### src/rtl/ccaq_pkg.sv
// shared types, codes and calendar helpers for the alarm queue block
package ccaq_pkg;

    localparam logic [1:0] OP_TICK   = 2'd0;
    localparam logic [1:0] OP_SET    = 2'd1;
    localparam logic [1:0] OP_ADD    = 2'd2;
    localparam logic [1:0] OP_REMOVE = 2'd3;

    // controller to datapath commands
    typedef struct packed {
        logic load_in;     // capture input transaction
        logic do_tick;     // advance clock and check head
        logic do_set;      // load time
        logic scan_step;   // advance scan index
        logic shift_step;  // move one queue entry
        logic write_new;   // write new alarm at scan index
        logic dec_count;   // drop one entry
        logic inc_count;   // add one entry
        logic set_fail;    // mark result not ok
        logic out_load;    // present result
    } ccaq_cmd_t;

    // datapath to controller status
    typedef struct packed {
        logic [1:0] op;
        logic       add_reject;  // raw time not later or queue full
        logic       tick_fire;   // ticked time matches the head alarm
        logic       scan_done;   // scan reached target or end
        logic       scan_found;  // scan stopped on a real entry
        logic       shift_done;  // no more entries to move
    } ccaq_sts_t;

    function automatic logic [4:0] month_len(input logic [5:0] yr, input logic [3:0] mo);
        case (mo)
            4'd1, 4'd3, 4'd5, 4'd7, 4'd8, 4'd10, 4'd12: month_len = 5'd31;
            4'd2: month_len = (yr[1:0] == 2'd0) ? 5'd29 : 5'd28;
            default: month_len = 5'd30;
        endcase
    endfunction

    // carry rule on a packed time, second widened before the optional increment;
    // bit 32 flags a month advance
    function automatic logic [32:0] carry_time(input logic [31:0] t, input logic inc);
        logic [5:0] yr;
        logic [3:0] mo;
        logic [5:0] dt;
        logic [5:0] hr;
        logic [6:0] mi;
        logic [6:0] se;
        logic       rolled;
        yr = t[31:26];
        mo = t[25:22];
        dt = {1'b0, t[21:17]};
        hr = {1'b0, t[16:12]};
        mi = {1'b0, t[11:6]};
        se = {1'b0, t[5:0]} + {6'd0, inc};
        rolled = 1'b0;
        if (se >= 7'd60) begin
            se = se - 7'd60;
            mi = mi + 7'd1;
            if (mi >= 7'd60) begin
                mi = mi - 7'd60;
                hr = hr + 6'd1;
                if (hr >= 6'd24) begin
                    hr = hr - 6'd24;
                    dt = dt + 6'd1;
                    if (dt > {1'b0, month_len(yr, mo)}) begin
                        rolled = 1'b1;
                        dt = 6'd1;
                        if (mo >= 4'd12) begin
                            mo = 4'd1;
                            yr = yr + 6'd1;
                        end else begin
                            mo = mo + 4'd1;
                        end
                    end
                end
            end
        end
        carry_time = {rolled, yr, mo, dt[4:0], hr[4:0], mi[5:0], se[5:0]};
    endfunction

endpackage

### src/rtl/ccaq_ctrl.sv
// controller state machine sequencing each operation
module ccaq_ctrl (
    input  logic                aclk,
    input  logic                aresetn,
    input  logic                s_tvalid,
    output logic                s_tready,
    input  logic                m_tvalid,
    input  logic                m_tready,
    input  ccaq_pkg::ccaq_sts_t sts,
    output ccaq_pkg::ccaq_cmd_t cmd
);

    localparam logic [2:0] ST_IDLE  = 3'd0;
    localparam logic [2:0] ST_DEC   = 3'd1;
    localparam logic [2:0] ST_SCAN  = 3'd2;
    localparam logic [2:0] ST_SHIFT = 3'd3;
    localparam logic [2:0] ST_DONE  = 3'd4;

    logic [2:0] state_reg, state_next;

    assign s_tready = (state_reg == ST_IDLE);

    // next state and commands
    always_comb begin
        state_next = state_reg;
        cmd = '0;
        case (state_reg)
            ST_IDLE: begin
                if (s_tvalid) begin
                    cmd.load_in = 1'b1;
                    state_next = ST_DEC;
                end
            end
            ST_DEC: begin
                case (sts.op)
                    ccaq_pkg::OP_TICK: begin
                        cmd.do_tick = 1'b1;
                        // a fired head is popped by walking the queue down
                        state_next = sts.tick_fire ? ST_SHIFT : ST_DONE;
                    end
                    ccaq_pkg::OP_SET: begin
                        cmd.do_set = 1'b1;
                        state_next = ST_DONE;
                    end
                    ccaq_pkg::OP_ADD: begin
                        if (sts.add_reject) begin
                            cmd.set_fail = 1'b1;
                            state_next = ST_DONE;
                        end else begin
                            state_next = ST_SCAN;
                        end
                    end
                    default: state_next = ST_SCAN;
                endcase
            end
            ST_SCAN: begin
                if (sts.scan_done) begin
                    if (sts.op == ccaq_pkg::OP_REMOVE && !sts.scan_found) begin
                        cmd.set_fail = 1'b1;
                        state_next = ST_DONE;
                    end else begin
                        state_next = ST_SHIFT;
                    end
                end else begin
                    cmd.scan_step = 1'b1;
                end
            end
            ST_SHIFT: begin
                if (sts.shift_done) begin
                    if (sts.op == ccaq_pkg::OP_ADD) begin
                        cmd.write_new = 1'b1;
                        cmd.inc_count = 1'b1;
                    end else begin
                        cmd.dec_count = 1'b1;
                    end
                    state_next = ST_DONE;
                end else begin
                    cmd.shift_step = 1'b1;
                end
            end
            ST_DONE: begin
                if (!m_tvalid || m_tready) begin
                    cmd.out_load = 1'b1;
                    state_next = ST_IDLE;
                end
            end
            default: state_next = ST_IDLE;
        endcase
    end

    // state register
    always_ff @(posedge aclk) begin
        if (!aresetn) begin
            state_reg <= ST_IDLE;
        end else begin
            state_reg <= state_next;
        end
    end

    a_one_grow: assert property (@(posedge aclk) disable iff (!aresetn)
        !(cmd.inc_count && cmd.dec_count)) else $error("count grows and shrinks");
    a_tick_done: assert property (@(posedge aclk) disable iff (!aresetn)
        cmd.do_tick && !sts.tick_fire |=> state_reg == ST_DONE) else $error("tick did not finish");
    a_load_idle: assert property (@(posedge aclk) disable iff (!aresetn)
        cmd.load_in |-> state_reg == ST_IDLE) else $error("bad load");

endmodule

### src/rtl/ccaq_dp.sv
// datapath: clock registers, alarm queue and result register
module ccaq_dp #(
    parameter int QUEUE_DEPTH = 16
) (
    input  logic                aclk,
    input  logic                aresetn,
    input  logic [47:0]         s_tdata,
    input  ccaq_pkg::ccaq_cmd_t cmd,
    output ccaq_pkg::ccaq_sts_t sts,
    output logic                m_tvalid,
    input  logic                m_tready,
    output logic [47:0]         m_tdata
);

    localparam int IW = (QUEUE_DEPTH > 1) ? $clog2(QUEUE_DEPTH) : 1;
    localparam int CW = $clog2(QUEUE_DEPTH + 1);

    logic [39:0]   mem [QUEUE_DEPTH];
    logic [31:0]   now_reg;
    logic [CW-1:0] count_reg;
    logic [CW-1:0] idx_reg;
    logic [CW-1:0] tail_reg;
    logic [CW-1:0] src_pos;
    logic [1:0]    op_reg;
    logic [31:0]   raw_reg;
    logic [7:0]    tag_reg;
    logic          ok_reg, fired_reg, rolled_reg;
    logic [7:0]    ftag_reg;
    logic [39:0]   rd_entry;
    logic [32:0]   tick_c, add_c;
    logic          in_range;
    logic          head_match;

    assign tick_c     = ccaq_pkg::carry_time(now_reg, 1'b1);
    assign add_c      = ccaq_pkg::carry_time(raw_reg, 1'b0);
    assign in_range   = idx_reg < count_reg;
    assign rd_entry   = mem[idx_reg[IW-1:0]];
    assign head_match = (count_reg != '0) && (mem[0][39:8] == tick_c[31:0]);

    // add shifting walks from the tail down to the insert position
    assign src_pos = count_reg - tail_reg - CW'(1);

    // status towards the controller
    always_comb begin
        sts.op = op_reg;
        sts.add_reject = (raw_reg <= now_reg) || (count_reg == CW'(QUEUE_DEPTH));
        sts.tick_fire = head_match;
        if (op_reg == ccaq_pkg::OP_ADD) begin
            sts.scan_done = !in_range || !(rd_entry[39:8] < add_c[31:0]);
        end else begin
            sts.scan_done = !in_range || rd_entry[7:0] == tag_reg;
        end
        sts.scan_found = in_range;
        if (op_reg == ccaq_pkg::OP_ADD) begin
            sts.shift_done = (count_reg - tail_reg) == idx_reg;
        end else begin
            sts.shift_done = idx_reg + CW'(1) >= count_reg;
        end
    end

    // captured transaction, scan index and tail pointer for add shifting
    always_ff @(posedge aclk) begin
        if (cmd.load_in) begin
            op_reg  <= s_tdata[1:0];
            raw_reg <= s_tdata[33:2];
            tag_reg <= s_tdata[41:34];
            idx_reg <= '0;
            ok_reg  <= 1'b1;
            tail_reg <= '0;
            fired_reg <= 1'b0;
            ftag_reg <= '0;
            rolled_reg <= 1'b0;
        end
        if (cmd.scan_step) idx_reg <= idx_reg + CW'(1);
        if (cmd.set_fail) ok_reg <= 1'b0;
        if (cmd.do_tick) begin
            rolled_reg <= tick_c[32];
            if (head_match) begin
                fired_reg <= 1'b1;
                ftag_reg  <= mem[0][7:0];
            end
        end
        if (cmd.shift_step && op_reg != ccaq_pkg::OP_ADD) idx_reg <= idx_reg + CW'(1);
        if (cmd.shift_step && op_reg == ccaq_pkg::OP_ADD) tail_reg <= tail_reg + CW'(1);
    end

    // queue memory, one entry moved per cycle
    always_ff @(posedge aclk) begin
        if (cmd.shift_step) begin
            if (op_reg == ccaq_pkg::OP_ADD) begin
                mem[IW'(src_pos + CW'(1))] <= mem[src_pos[IW-1:0]];
            end else begin
                mem[idx_reg[IW-1:0]] <= mem[IW'(idx_reg + CW'(1))];
            end
        end else if (cmd.write_new) begin
            mem[idx_reg[IW-1:0]] <= {add_c[31:0], tag_reg};
        end
    end

    // clock and count
    always_ff @(posedge aclk) begin
        if (!aresetn) begin
            now_reg   <= '0;
            count_reg <= '0;
        end else begin
            if (cmd.do_tick) now_reg <= tick_c[31:0];
            if (cmd.do_set) now_reg <= raw_reg;
            if (cmd.inc_count) count_reg <= count_reg + CW'(1);
            if (cmd.dec_count) count_reg <= count_reg - CW'(1);
        end
    end

    // result register
    always_ff @(posedge aclk) begin
        if (!aresetn) begin
            m_tvalid <= 1'b0;
        end else if (cmd.out_load) begin
            m_tvalid <= 1'b1;
        end else if (m_tready) begin
            m_tvalid <= 1'b0;
        end
    end

    always_ff @(posedge aclk) begin
        if (cmd.out_load) begin
            m_tdata <= {5'd0, now_reg[5:0], now_reg[11:6], now_reg[16:12], now_reg[21:17],
                        now_reg[25:22], now_reg[31:26], rolled_reg, ftag_reg, fired_reg,
                        ok_reg};
        end
    end

    a_count_max: assert property (@(posedge aclk) disable iff (!aresetn)
        count_reg <= CW'(QUEUE_DEPTH)) else $error("queue overfilled");
    a_no_inc_full: assert property (@(posedge aclk) disable iff (!aresetn)
        cmd.inc_count |-> count_reg != CW'(QUEUE_DEPTH)) else $error("insert into full queue");
    a_no_dec_empty: assert property (@(posedge aclk) disable iff (!aresetn)
        cmd.dec_count |-> count_reg != '0) else $error("remove from empty queue");

endmodule

### src/rtl/calendar_clock_alarm_queue_core.sv
// calendar clock with sorted alarm queue, top level
// path from input transaction to m_tvalid: tick, set and rejected add finish after decode;
// add scans then shifts, remove scans and shifts if found, fired tick shifts; one queue entry moved per cycle
// throughput: one transaction at a time, next input accepted in the cycle m_tvalid rises
// reset: synchronous active-low aresetn clears time, count and handshake; queue left undefined
module calendar_clock_alarm_queue_core #(
    parameter int QUEUE_DEPTH = 16
) (
    input  logic        aclk,
    input  logic        aresetn,
    input  logic        s_tvalid,
    output logic        s_tready,
    // operation, in_year, in_month, in_date, in_hour, in_minute, in_second, alarm_tag
    input  logic [47:0] s_tdata,
    output logic        m_tvalid,
    input  logic        m_tready,
    // ok, fired, fired_tag, month_rolled, now_year, now_month, now_date, now_hour,
    // now_minute, now_second
    output logic [47:0] m_tdata
);

    ccaq_pkg::ccaq_cmd_t cmd;
    ccaq_pkg::ccaq_sts_t sts;
    logic [47:0] din;

    // repack time so packed order is calendar order
    assign din = {6'd0, s_tdata[41:34], s_tdata[7:2], s_tdata[11:8], s_tdata[16:12],
                  s_tdata[21:17], s_tdata[27:22], s_tdata[33:28], s_tdata[1:0]};

    ccaq_ctrl u_ctrl (
        .aclk(aclk), .aresetn(aresetn), .s_tvalid(s_tvalid), .s_tready(s_tready),
        .m_tvalid(m_tvalid), .m_tready(m_tready), .sts(sts), .cmd(cmd)
    );

    ccaq_dp #(.QUEUE_DEPTH(QUEUE_DEPTH)) u_dp (
        .aclk(aclk), .aresetn(aresetn), .s_tdata(din), .cmd(cmd), .sts(sts),
        .m_tvalid(m_tvalid), .m_tready(m_tready), .m_tdata(m_tdata)
    );

endmodule

### config.mk
export PLATFORM = sky130hd
export DESIGN_NAME = calendar_clock_alarm_queue_core
export DESIGN_NICKNAME = d
export VERILOG_FILES = /design/src/rtl/ccaq_pkg.sv /design/src/rtl/ccaq_ctrl.sv /design/src/rtl/ccaq_dp.sv /design/src/rtl/calendar_clock_alarm_queue_core.sv
export SDC_FILE = /design/constraint.sdc
export NUM_CORES = 2
export LEC_CHECK = 0
export BUFFER_PORTS_ARGS = -buffer_cell sky130_fd_sc_hd__buf_2
export CAP_MARGIN = 10
export CORE_ASPECT_RATIO = 1.75
export CORE_MARGIN = 2
export CORE_UTILIZATION = 51
export CTS_CLUSTER_DIAMETER = 150
export CTS_CLUSTER_SIZE = 20
export DETAILED_ROUTE_END_ITERATION = 10
export GPL_ROUTABILITY_DRIVEN = 0
export PLACE_DENSITY_LB_ADDON = 0.3
export REMOVE_ABC_BUFFERS = 1
export SLEW_MARGIN = 20
export SYNTH_ARGS = -nofsm -noshare
export SYNTH_HDL_FRONTEND = slang
export SYNTH_SLANG_ARGS = --single-unit
export TNS_END_PERCENT = 10
### constraint.sdc
create_clock -name aclk -period 6.8 [get_ports aclk]
set_input_delay 1.02 -clock aclk [delete_from_list [all_inputs] [get_ports aclk]]
set_output_delay 1.02 -clock aclk [all_outputs]
set_load 0.1 [all_outputs]
==> impl_metrics.py <==
metrics = {
    "logic_synthesis": {
        "async_reset_ff_share_pct": 0,
        "synth_seq_area_share_pct": 51.74,
        "ys.flop_type": "edfxtp_1",
        "synth_warnings": 0,
        "synth-seq-cells": 791,
        "netlist_top_cells_count": "736 x edfxtp_1, 584 x mux4_2, 133 x nor2_1",
        "synth_most_common_cell": "edfxtp_1",
        "ys_types": 81,
        "synth_top_family_by_area": "multiplexers",
        "netlist_top_cells_area": "edfxtp_1 49%, mux4_2 29%, ha_1 3.1%",
        "synth_top_area_cell": "edfxtp_1",
        "synthSimpleGateAreaFrac_pct": 4.707,
        "synth-edff-count": 736,
        "yosys.area_share.adder_pct": 3.214,
        "syn_area_mm2": 0.04484,
        "synth_top_area_share_pct": 49.29,
        "synth_xor_area_share_pct": 1.886,
        "synth_area_per_cell_um2": 16.44,
        "syn_inst": 2727,
        "yosys-mux-area-fraction_pct": 30.42,
        "synth_compound_area_share_pct": 5.575,
    },
    "timing": {
        "finClkSkew_ps": 32.58,
        "finalSetupViolations": 0,
        "grt_setup_unrepaired": "no",
        "min_period_over_period_pct": 94.80,
        "slew_violations": 0,
        "finalHoldViolCount": 0,
        "tightest_slew_ps": 1127,
        "period_needed_ps": 6447,
        "hold_slack_ps": 423.7,
        "max_clock_freq_mhz": 155.1,
        "worst_slack_ps": 353.3,
        "maxSlewHeadroom_pct": 24.85,
    },
    "die": {
        "core_area_mm2": 0.08696,
        "io_pins": 102,
        "floorplan.die_area_mm2": 0.09040,
        "chipHeight_um": 396.3,
        "start_util_pct": 51.57,
        "die_w_um": 228.1,
        "rows": 143,
    },
    "worst_setup_path": {
        "rr_worst_depth": 25,
        "regToRegEndpoint": "u_dp.idx_reg[3]",
        "cp-start-kind": "flop",
        "path_max_fanout": 8,
        "arrival_ps": 6830,
        "worstSetupEndpoint": "u_dp.idx_reg[3]",
        "critical_path_required_ps": 7180,
        "rrSetupSlack_ps": 350,
        "criticalPathCategory": "reg2reg",
        "end_kind": "flop",
        "crit_start": "u_dp.raw_reg[22]",
        "r2r_start": "u_dp.raw_reg[22]",
    },
    "cells_and_area": {
        "fill_cells": 6692,
        "area.growth.synth_to_final_pct": 7.643,
        "seq_area_mm2": 0.02321,
        "instances_no_fill": 3947,
        "reg.largest.list": "u_dp.mem: 640 flops, u_dp.m_tdata: 43 flops",
        "largest_reg_flops": 640,
        "post-route-util_pct": 55.51,
        "layout.nets": 2916,
        "multi_input_area_mm2": 0.02084,
        "num_antenna_cells": 0,
        "largest-register": "u_dp.mem",
        "drive_above_1_share_pct": 31.79,
    },
    "route": {
        "wirelength_mm": 134.8,
        "drtAntennaViolNets": 0,
        "wl_per_cell_um": 34.15,
        "drc": 0,
        "drtIter0Drc": 4311,
        "vias_per_cell": 7.376,
        "first_pass_iters": 6,
        "dr_total_vias": 29112,
    },
    "global_routing": {
        "grt_max_degree": 143,
        "track_usage_pct": 30.12,
        "grt_pass1_wl_mm": 198.6,
        "antenna_found_initial": 0,
        "gr-total-overflow": 0,
        "grt_pass1_vias": 29842,
    },
    "power_and_ir_drop": {
        "ir_worst_vdd_mv": 0.5546,
        "p_seq_share_pct": 35.7,
        "internal-power_mw": 14.09,
        "p_leak_nw": 15.27,
        "p_clk_share_pct": 12.7,
        "combPwrFrac_pct": 51.7,
        "power_density_mw_per_mm2": 478.1,
        "power_switching_mw": 8.984,
        "netSwitchingFraction_pct": 38.93,
    },
    "placement": {
        "place_inst": 3860,
        "dpl.hpwl_mm": 82.34,
        "io_buffers": 90,
        "post-place-ws_ps": 197.7,
    },
    "clocking": {
        "cts_num_sinks": 791,
        "post_cts_buffers": 0,
        "cts_buffers": 45,
        "insertion_delay_ps": 650,
        "ctsHoldBuffers": 0,
        "root_buffer": "clkbuf_16",
        "cts_tree": "done",
        "clk_pin_slew_ps": 90,
        "cts_max_level": 2,
        "clock_path_buffers": 3,
        "post_cts_resized": 0,
    },
    "hold_path": {
        "hp-class": "reg2reg",
    },
    "status": {
        "status": "finished clean",
    },
    "flow_run": {
        "cap_violations": 0,
    },
}
[kinds of logic (layout without fill, tap and decap cells)]
family,Yosys count,after routing
AO/OA/AOI/OAI,371,371
AND/OR/NAND/NOR,443,443
other,1,5
flip-flops,791,791
XOR/XNOR,95,95
buffers and inverters,281,337
multiplexers,631,631
adder cells (fa/ha/maj),114,114
[power by group through the flow]
| stage | Clock (mW) | Combinational (mW) | Sequential [mW] |
|---|---|---|---|
| after floorplan | 0 | 9.16 | 8.86 |
| after global placement | 0 | 11.5 | 8.32 |
| after detailed placement | 0 | 11.8 | 8.35 |
| after CTS | 2.96 | 11.8 | 8.24 |
| after global routing | 3.11 | 12.7 | 8.27 |
| final | 2.92 | 11.9 | 8.23 |
[how the worst min path moves through the flow]
stage               cells past startpoint               end              from  slack (ps)
global placement                        0  u_dp.m_tdata[10]   u_dp.rolled_reg         410
global route                            0  u_dp.m_tdata[10]   u_dp.rolled_reg         430
detailed placement                      0  u_dp.m_tdata[10]   u_dp.rolled_reg         410
CTS                                     0   u_dp.m_tdata[5]  u_dp.ftag_reg[3]         430
finish                                  0   u_dp.m_tdata[5]  u_dp.ftag_reg[3]         420
floorplan                               0  u_dp.m_tdata[10]   u_dp.rolled_reg         400
[final cells by class]
| cell class | instances | area share, % |
|---|---|---|
| multi-input combinational | 1659 | 43.18 |
| timing repair buffer | 171 | 2.320 |
| inverter | 82 | 0.6377 |
| tap | 1160 | 3.007 |
| clock buffer | 81 | 2.657 |
| clock inverter | 3 | 0.09850 |
| sequential | 791 | 48.10 |
[metrics by stage]
| stage | instance area [um^2] | setup TNS (ps) | total power, mW |
|---|---|---|---|
| 2_1_floorplan | 44070 | -9659800 | 18.03 |
| 3_3_place_gp | 46830 | 0 | 19.80 |
| 3_5_place_dp | 46830 | 0 | 20.13 |
| 4_1_cts | 48160 | 0 | 23.01 |
| 5_1_grt | 48270 | 0 | 24.11 |
| 6_report | 48270 | 0 | 23.08 |
[critical path: stages (launching register included)]
cell       delay, ps
edfxtp_1         500
inv_1            150
ha_1             210
nor2b_1          140
a2111oi_0        410
a21oi_1          100
ha_1             290
nand2_1           70
o2111ai_1        220
mux2i_1          220
nand2_1           90
o31ai_2          130
and2_1           340
and3_1           370
nand4_1          150
xor2_1           210
ha_1             340
nand4_1           70
or2_2            340
nor2_1           190
nand4_1          140
nor3_1           390
o32ai_4          220
a21oi_1          450
and2_1           300
inv_1            150
[per-layer routing]
metal | track usage, % | wire [um] | vias to the layer above
met5 | 0 | 0 | -
met4 | 18.32 | 9671 | 0
met3 | 5.633 | 14300 | 490
met2 | 50.37 | 66940 | 2279
met1 | 36.50 | 43860 | 14870
li1 | - | - | 11473
[placed cells by master, fill, tap and decap left out, drive strengths merged, types with 9 or more instances in the layout]
cell type / n
or3: 9
a21oi: 106
edfxtp: 736
and3: 12
nor2b: 22
xnor2: 60
o22ai: 25
o211ai: 16
inv: 83
clkbuf: 82
a31oi: 18
nor2: 133
dfxtp: 55
o21ai: 55
nand2b: 9
a211oi: 26
xor2: 34
a21o: 19
mux2i: 34
nand4: 27
nand3: 49
o21a: 13
o221ai: 10
mux2: 13
mux4: 584
nand2: 111
nor3: 34
ha: 112
buf: 170
No activity file was read; power rests on OpenSTA's default activity.
